===== config.mk =====
export PLATFORM = sky130hd
export DESIGN_NAME = positional_array_list_unit
export DESIGN_NICKNAME = d
export VERILOG_FILES = /design/src/pal_pkg.sv /design/src/pal_mem.sv /design/src/pal_ctrl.sv /design/src/positional_array_list_unit.sv
export VERILOG_INCLUDE_DIRS = /design/src /design/src/src
export SDC_FILE = /design/constraint.sdc
export NUM_CORES = 2
export LEC_CHECK = 0
export BUFFER_PORTS_ARGS = -buffer_cell sky130_fd_sc_hd__buf_2
export CAP_MARGIN = 20
export CORE_ASPECT_RATIO = 0.75
export CORE_UTILIZATION = 30
export CTS_CLUSTER_SIZE = 16
export DETAILED_ROUTE_END_ITERATION = 8
export HOLD_SLACK_MARGIN = 0.03
export PLACE_DENSITY = 0.54
export SYNTH_ARGS = -nofsm -noshare
export SYNTH_HDL_FRONTEND = slang
export SYNTH_HIERARCHICAL = 1
export SYNTH_SLANG_ARGS = --single-unit

===== constraint.sdc =====
create_clock -name clock -period 17.42 [get_ports clock]
set_input_delay 1.742 -clock clock [delete_from_list [all_inputs] [get_ports clock]]
set_output_delay 1.742 -clock clock [all_outputs]
set_load 0.02 [all_outputs]

===== src/assert_macros.svh =====
// Assertion macros for the positional array list RTL.
// Self-contained; included by files that carry concurrent assertions.
`ifndef ASSERT_MACROS_SVH
`define ASSERT_MACROS_SVH

// Clocked assertion that is switched off while reset is high.
`define PAL_ASSERT(label, clk, rst, prop, msg) \
   label: assert property (@(posedge clk) disable iff (rst) prop) else $error(msg);

// Clocked assertion that also holds while reset is high.
`define PAL_ASSERT_ALWAYS(label, clk, prop, msg) \
   label: assert property (@(posedge clk) prop) else $error(msg);

`endif


===== src/pal_pkg.sv =====
// Package for the positional array list: sizes, codes and beat structs.
// Used by pal_mem, pal_ctrl and positional_array_list_unit.
package pal_pkg;

   localparam int CAPACITY    = 64;
   localparam int VALUE_WIDTH = 32;
   localparam int IDX_W       = $clog2(CAPACITY);
   localparam int CNT_W       = $clog2(CAPACITY + 1);
   localparam int POS_W       = 7;

   // Request kinds.
   typedef enum logic [1:0] {
      OP_INSERT  = 2'd0,
      OP_DELETE  = 2'd1,
      OP_REPLACE = 2'd2,
      OP_SEARCH  = 2'd3
   } pal_op_type;

   // Result status codes.
   typedef enum logic [1:0] {
      STAT_OK        = 2'd0,
      STAT_BAD_POS   = 2'd1,
      STAT_FULL      = 2'd2,
      STAT_NOT_FOUND = 2'd3
   } pal_status_type;

   typedef struct packed {
      pal_op_type               req_type;
      logic [POS_W-1:0]         position;
      logic signed [VALUE_WIDTH-1:0] value;
   } pal_req_type;

   typedef struct packed {
      pal_status_type   status;
      logic [POS_W-1:0] found_index;
      logic [CNT_W-1:0] list_length;
   } pal_rsp_type;

   // Access to the entry memory for one cycle.
   typedef struct packed {
      logic                   we;
      logic [IDX_W-1:0]       waddr;
      logic [VALUE_WIDTH-1:0] wdata;
      logic                   re;
      logic [IDX_W-1:0]       raddr;
   } pal_mem_req_type;

endpackage


===== src/pal_mem.sv =====
// Entry store of the list: one write port, one read port, registered read data.
// Depends on pal_pkg for sizes and the access struct.
module pal_mem import pal_pkg::*; (
   input  logic                   clock,
   input  pal_mem_req_type        mem_req,
   output logic [VALUE_WIDTH-1:0] rdata
);

   logic [VALUE_WIDTH-1:0] entries_ff [CAPACITY];
   logic [VALUE_WIDTH-1:0] rdata_ff;

   // Write port.
   always_ff @(posedge clock) begin
      if (mem_req.we) begin
         entries_ff[mem_req.waddr] <= mem_req.wdata;
      end
   end

   // Read port with registered read data.
   always_ff @(posedge clock) begin
      if (mem_req.re) begin
         rdata_ff <= entries_ff[mem_req.raddr];
      end
   end

   assign rdata = rdata_ff;

endmodule


===== src/pal_ctrl.sv =====
// Sequencer of the positional array list: checks requests, walks the entry
// memory for shifts and searches, keeps the length. Depends on pal_pkg.
module pal_ctrl import pal_pkg::*; (
   input  logic                   clock,
   input  logic                   reset,
   input  logic                   start,
   output logic                   busy,
   input  pal_req_type            req_beat,
   output logic                   rsp_strobe,
   output pal_rsp_type            rsp_beat,
   output pal_mem_req_type        mem_req,
   input  logic [VALUE_WIDTH-1:0] mem_rdata
);

   typedef enum logic [4:0] {
      S_IDLE   = 5'b00001,
      S_MOVE   = 5'b00010,
      S_PUT    = 5'b00100,
      S_SEARCH = 5'b01000,
      S_DONE   = 5'b10000
   } pal_state_type;

   pal_state_type          state_ff, state_in;
   pal_op_type             op_ff, op_in;
   logic [POS_W-1:0]       pos_ff, pos_in;
   logic [VALUE_WIDTH-1:0] val_ff, val_in;
   logic [CNT_W-1:0]       count_ff, count_in;
   logic [IDX_W-1:0]       src_ff, src_in;
   logic [IDX_W-1:0]       dst_ff, dst_in;
   logic [CNT_W-1:0]       left_ff, left_in;
   logic                   pend_ff, pend_in;
   pal_status_type         status_ff, status_in;
   logic [POS_W-1:0]       found_ff, found_in;

   logic [CNT_W-1:0]       req_pos;
   logic [CNT_W-1:0]       cur_pos;

   assign req_pos = CNT_W'(req_beat.position);
   assign cur_pos = CNT_W'(pos_ff);

   // Next state, memory access and result bookkeeping.
   always_comb begin
      state_in  = state_ff;
      op_in     = op_ff;
      pos_in    = pos_ff;
      val_in    = val_ff;
      count_in  = count_ff;
      src_in    = src_ff;
      dst_in    = dst_ff;
      left_in   = left_ff;
      pend_in   = 1'b0;
      status_in = status_ff;
      found_in  = found_ff;
      mem_req   = '0;

      unique case (state_ff)
         S_IDLE: begin
            if (start) begin
               op_in     = req_beat.req_type;
               pos_in    = req_beat.position;
               val_in    = req_beat.value;
               found_in  = '0;
               status_in = STAT_OK;
               state_in  = S_DONE;
               unique case (req_beat.req_type)
                  OP_INSERT: begin
                     if (req_pos == '0 || req_pos > count_ff + CNT_W'(1)) begin
                        status_in = STAT_BAD_POS;
                     end else if (count_ff == CNT_W'(CAPACITY)) begin
                        status_in = STAT_FULL;
                     end else begin
                        // Entries pos-1 .. count-1 move up by one, top first.
                        left_in  = count_ff - req_pos + CNT_W'(1);
                        src_in   = IDX_W'(count_ff - CNT_W'(1));
                        state_in = (count_ff >= req_pos) ? S_MOVE : S_PUT;
                     end
                  end
                  OP_DELETE: begin
                     if (req_pos == '0 || req_pos > count_ff) begin
                        status_in = STAT_BAD_POS;
                     end else if (count_ff > req_pos) begin
                        // Entries pos .. count-1 move down by one, bottom first.
                        left_in  = count_ff - req_pos;
                        src_in   = req_pos[IDX_W-1:0];
                        state_in = S_MOVE;
                     end else begin
                        count_in = count_ff - CNT_W'(1);
                     end
                  end
                  OP_REPLACE: begin
                     if (req_pos == '0 || req_pos > count_ff) begin
                        status_in = STAT_BAD_POS;
                     end else begin
                        mem_req.we    = 1'b1;
                        mem_req.waddr = IDX_W'(req_pos - CNT_W'(1));
                        mem_req.wdata = req_beat.value;
                     end
                  end
                  OP_SEARCH: begin
                     status_in = STAT_NOT_FOUND;
                     left_in   = count_ff;
                     src_in    = '0;
                     if (count_ff != '0) begin
                        state_in = S_SEARCH;
                     end
                  end
                  default: state_in = S_DONE;
               endcase
            end
         end

         // One read and one write per cycle; the read of one entry is written
         // back to its neighbor in the next cycle, so the two never meet.
         S_MOVE: begin
            if (pend_ff) begin
               mem_req.we    = 1'b1;
               mem_req.waddr = dst_ff;
               mem_req.wdata = mem_rdata;
            end
            if (left_ff != '0) begin
               mem_req.re    = 1'b1;
               mem_req.raddr = src_ff;
               pend_in       = 1'b1;
               left_in       = left_ff - CNT_W'(1);
               if (op_ff == OP_INSERT) begin
                  dst_in = src_ff + IDX_W'(1);
                  src_in = src_ff - IDX_W'(1);
               end else begin
                  dst_in = src_ff - IDX_W'(1);
                  src_in = src_ff + IDX_W'(1);
               end
            end else if (op_ff == OP_INSERT) begin
               state_in = S_PUT;
            end else begin
               count_in = count_ff - CNT_W'(1);
               state_in = S_DONE;
            end
         end

         // The new value lands at its position: in the gap opened by the shift, or past the last entry.
         S_PUT: begin
            mem_req.we    = 1'b1;
            mem_req.waddr = IDX_W'(cur_pos - CNT_W'(1));
            mem_req.wdata = val_ff;
            count_in      = count_ff + CNT_W'(1);
            state_in      = S_DONE;
         end

         // Read entries from the bottom and compare each in the next cycle.
         S_SEARCH: begin
            if (pend_ff && mem_rdata == val_ff) begin
               found_in  = POS_W'({1'b0, dst_ff}) + POS_W'(1);
               status_in = STAT_OK;
               state_in  = S_DONE;
            end else if (left_ff == '0) begin
               state_in = S_DONE;
            end else begin
               mem_req.re    = 1'b1;
               mem_req.raddr = src_ff;
               pend_in       = 1'b1;
               dst_in        = src_ff;
               src_in        = src_ff + IDX_W'(1);
               left_in       = left_ff - CNT_W'(1);
            end
         end

         S_DONE: begin
            state_in = S_IDLE;
         end

         default: state_in = S_IDLE;
      endcase
   end

   // Control registers.
   always_ff @(posedge clock) begin
      if (reset) begin
         state_ff <= S_IDLE;
         count_ff <= '0;
         pend_ff  <= 1'b0;
      end else begin
         state_ff <= state_in;
         count_ff <= count_in;
         pend_ff  <= pend_in;
      end
   end

   // Working and result registers.
   always_ff @(posedge clock) begin
      op_ff     <= op_in;
      pos_ff    <= pos_in;
      val_ff    <= val_in;
      src_ff    <= src_in;
      dst_ff    <= dst_in;
      left_ff   <= left_in;
      status_ff <= status_in;
      found_ff  <= found_in;
   end

   assign busy                 = (state_ff != S_IDLE);
   assign rsp_strobe           = (state_ff == S_DONE);
   assign rsp_beat.status      = status_ff;
   assign rsp_beat.found_index = found_ff;
   assign rsp_beat.list_length = count_ff;

endmodule


===== src/positional_array_list_unit.sv =====
// Positional array list: an ordered list of up to 64 signed 32-bit words with
// insert, delete, replace and search by 1-based position, built on pal_ctrl and
// pal_mem from pal_pkg. A request beat is taken when start is high and busy is
// low; its single result beat appears on rsp_beat for exactly one cycle with
// rsp_strobe high and cannot be held off. Errors and replace go straight to the
// result; insert moves n = length-position+1 entries up and then writes the new
// value; delete moves n = length-position entries down and then updates the
// length; search reads and compares the entries from the bottom until a match
// or the end of the list. The entry memory moves or compares one entry a cycle
// through its single read and single write port. busy drops the cycle after
// the result, and the next request can be taken then.
`include "assert_macros.svh"

module positional_array_list_unit import pal_pkg::*; (
   input  logic        clock,
   input  logic        reset,
   input  logic        start,
   output logic        busy,
   input  pal_req_type req_beat,
   output logic        rsp_strobe,
   output pal_rsp_type rsp_beat
);

   pal_mem_req_type        mem_req;
   logic [VALUE_WIDTH-1:0] mem_rdata;

   // Sequencer.
   pal_ctrl u_ctrl (
      .clock      (clock),
      .reset      (reset),
      .start      (start),
      .busy       (busy),
      .req_beat   (req_beat),
      .rsp_strobe (rsp_strobe),
      .rsp_beat   (rsp_beat),
      .mem_req    (mem_req),
      .mem_rdata  (mem_rdata)
   );

   // Entry memory.
   pal_mem u_mem (
      .clock   (clock),
      .mem_req (mem_req),
      .rdata   (mem_rdata)
   );

   // Checks on the request and result sides.
   `PAL_ASSERT(a_len_cap, clock, reset, rsp_strobe |-> (rsp_beat.list_length <= CAPACITY), "list length above capacity")
   `PAL_ASSERT(a_strobe_single, clock, reset, rsp_strobe |=> !rsp_strobe, "result strobe held for two cycles")
   `PAL_ASSERT(a_accept_busy, clock, reset, (start && !busy) |=> busy, "accepted beat did not raise busy")
   `PAL_ASSERT(a_found_ok, clock, reset, (rsp_strobe && (rsp_beat.found_index != '0)) |-> (rsp_beat.status == STAT_OK), "found index given without ok status")

endmodule

==> flow_summary.ini <==
[run_status]
outcome = finished, final reports clean

[final_layout]
drive_gt1_share_pct = 26.12
final_cell_mix = 2148 x edfxtp_1, 502 x mux4_2, 207 x clkbuf_16, 133 x buf_4, 99 x nor2_1
syn_to_final_growth_pct = 14.18
final_common_cell = edfxtp_1
nets = 4251
utilization_pct = 34.50

[sta]
relSlewSlack_pct = 14.33
period_minus_slack_ns = 6.577
fin_crit_sh_pct = 37.75
fin_skew_ns = 0.03062
rsz0062_at_grt = no
tns_ns = 0
worst_pin_slew_ns = 1.285
max_freq_mhz = 152.1
setup_viol = 0
hold_violations = 0
report.final.slew_viol_count = 0

[power_and_ir_drop]
p_leak_nw = 32.56
p_per_area_mw_per_mm2 = 110.6
peakVddDrop_v = 0.00007427

[routing]
drc_errors = 0
drtIter0Drc = 5700
wirelength_met1_um = 107800
ant_nets = 0
first_pass_iters = 9
viasPerCell = 5.310
highest_layer = met5
wl_um = 235900
wl_met2_um = 100400
wl_per_cell_um = 29.19
dr_wl_met3_um = 21940
vias = 42908

[synthesis]
synth-simple-area-share_pct = 2.260
syn_area_mm2 = 0.08452
synth_top_family_by_area = multiplexers
synth_compound_area_share_pct = 4.058
ys.flop_type = edfxtp_1
yosys.cell_types.count = 69
synth_enable_flop_cells = 2148
syn_nets = 4057
yosys-mux-area-fraction_pct = 14.20
avgSynthCellArea_um2 = 21.24
syn-instance-count = 3980
synthAdderAreaFrac_pct = 0.4974
synth-xor-area-share_pct = 0.7254
ys_warn_count = 6
synth_seq_area_share_pct = 76.62
synthArstFlopShare_pct = 0
ys_ff_latch = 2161

[global_route]
grt_pass1_vias = 41236
gr-usage-all-layers_pct = 16.33
grt_pass1_wl_um = 328300
grt_max_degree = 108
antenna_found_initial = 17
grt_overflow = 0

[floorplan]
fp.dieArea_mm2 = 0.2839
io_pins = 62
die_x_um = 614.9
initial_core_util_pct = 30.21
rows = 168
die_y_um = 461.7
coreArea_mm2 = 0.2798

[setup_path]
worst-path-buf-inv = 3
cp_slowest_cell = a221oi_1
crit_path_cell_trace = nor3_1, nand2_1, nor2_1, a21boi_4, and2_4, buf_4, buf_4, buf_4, mux4_2, a22o_1, a221oi_1, a221oi_1
critPathLaunchType = flop
end_kind = flop
critPathMaxFanout = 53
critical_path_class = reg2reg
cp.required_ns = 17.93
crit_top_cell = buf_4
crit_path_max_incr_delay_ns = 0.99
path_delay_family = buffers and inverters
arrival_ns = 7.09

[clock_network]
cts-hold-fix-buffers = 0
clk_latency_ns = 0.83
cts_buffer_depth = 3
postCtsSetupRepairBufs = 0
cts.repair.resized = 0
cts_tree = done
cts_made_buffers = 201
clk_pin_slew_ns = 0.07
clock_sinks = 2161
cts_root_buffer = clkbuf_16
htreeDepth = 4

[placed_design]
port_buffers = 61
dp_hpwl_um = 137000
gp_congestion = 0.8682

[worst_hold_path]
min_path_type = reg2reg

[flow_run]
drv_cap = 0
## logic make-up (layout without fill, tap and decap cells)
| group | count (synthesis) | count (layout) |
|---|---|---|
| and+or+nand+nor | 398 | 398 |
| adders and majority gates | 33 | 33 |
| DFF | 2161 | 2161 |
| muxes | 569 | 569 |
| other | 0 | 3 |
| AOI/OAI and AO/OA | 465 | 465 |
| buffers and inverters | 284 | 641 |
| xor gates and xnor gates | 70 | 70 |
## synth_stat cells, types with 22 or more instances
master	number	area, µm²
edfxtp_1	2148	64500
mux4_2	502	11310
nor2_1	161	604.3
clkbuf_1	98	367.9
o22ai_1	81	506.7
a21oi_1	80	400.4
nand2_1	75	281.5
a221oi_1	67	586.8
inv_1	65	244.0
a22oi_1	49	367.9
mux2i_1	46	460.4
xnor2_1	45	394.1
buf_2	44	220.2
a22o_1	41	359.1
buf_4	38	285.3
a222oi_1	36	360.4
ha_1	32	400.4
nand3_1	28	140.1
xor2_1	25	219.0
o221ai_1	24	210.2
a211oi_1	23	172.7
buf_1	22	82.58
## worst paths after layout
check                     start                  to  slack, ns  cells past startpoint
max          u_ctrl/state_ff[0]     u_mem/rdata[23]      10.84                     12
min          u_ctrl/state_ff[1]  u_ctrl/state_ff[1]       0.66                      2
max reg2reg  u_ctrl/state_ff[0]     u_mem/rdata[23]      10.84                     12
min reg2reg  u_ctrl/state_ff[1]  u_ctrl/state_ff[1]       0.66                      2
## layout make-up
cell class	instances	area, µm²
Multi-Input combinational cell	1535	18930
Timing Repair Buffer	209	1605
Tap cell	3740	4679
Clock buffer	257	5378
Fill cell	25897	183300
Clock inverter	109	903.4
Sequential cell	2161	64760
Inverter	66	249.0
Antenna cell	3	7.507
## metrics by stage
step / hold slack, ns / std cells / setup slack (ns) / total power, mW / area [µm²]
3_5_place_dp: 0.6316 / 7706 / 10.41 / 6.501 / 90120
5_1_grt: 0.7010 / 8077 / 10.36 / 10.99 / 96500
4_1_cts: 0.6496 / 8072 / 10.70 / 10.74 / 96400
6_report: 0.6590 / 8080 / 10.84 / 10.68 / 96510
3_3_place_gp: 0.6246 / 7702 / 10.22 / 6.495 / 90040
2_1_floorplan: 0.5777 / 3980 / 10.58 / 6.280 / 84520
## metal layers
layer	vias to the layer above	GRT usage, %
li1	17256	-
met1	23383	25.19
met2	1995	23.30
met3	270	3.234
met4	4	4.282
met5	-	0
## power by group
part           internal [mW]  total, mW  switching (mW)  leakage, nW
Sequential              5.75       5.81          0.0600         23.0
Clock                   2.38       4.27            1.89         3.08
Combinational          0.202      0.593           0.391         6.53
Total                   8.33       10.7            2.34         32.6
## registers in the layout, summed over array words and instances, names as in the netlist, 5 cells and up
register and count:
u_ctrl/state_ff 5, u_ctrl/found_ff 7, u_ctrl/dst_ff 6, u_ctrl/left_ff 7, u_mem/entries_ff 2048, u_ctrl/src_ff 6, u_ctrl/cur_pos 6, u_ctrl/val_ff 32
u_ctrl/count_ff 7, u_mem/rdata 32
## worst register-to-register path, stage by stage (launching register included)
cell	delay, ns
dfxtp_1	0.36
nor3_1	0.32
nand2_1	0.31
nor2_1	0.42
a21boi_4	0.31
and2_4	0.41
buf_4	0.74
buf_4	0.70
buf_4	0.79
mux4_2	0.47
a22o_1	0.26
a221oi_1	0.99
a221oi_1	0.19
No activity file was read; power rests on OpenSTA's default activity.
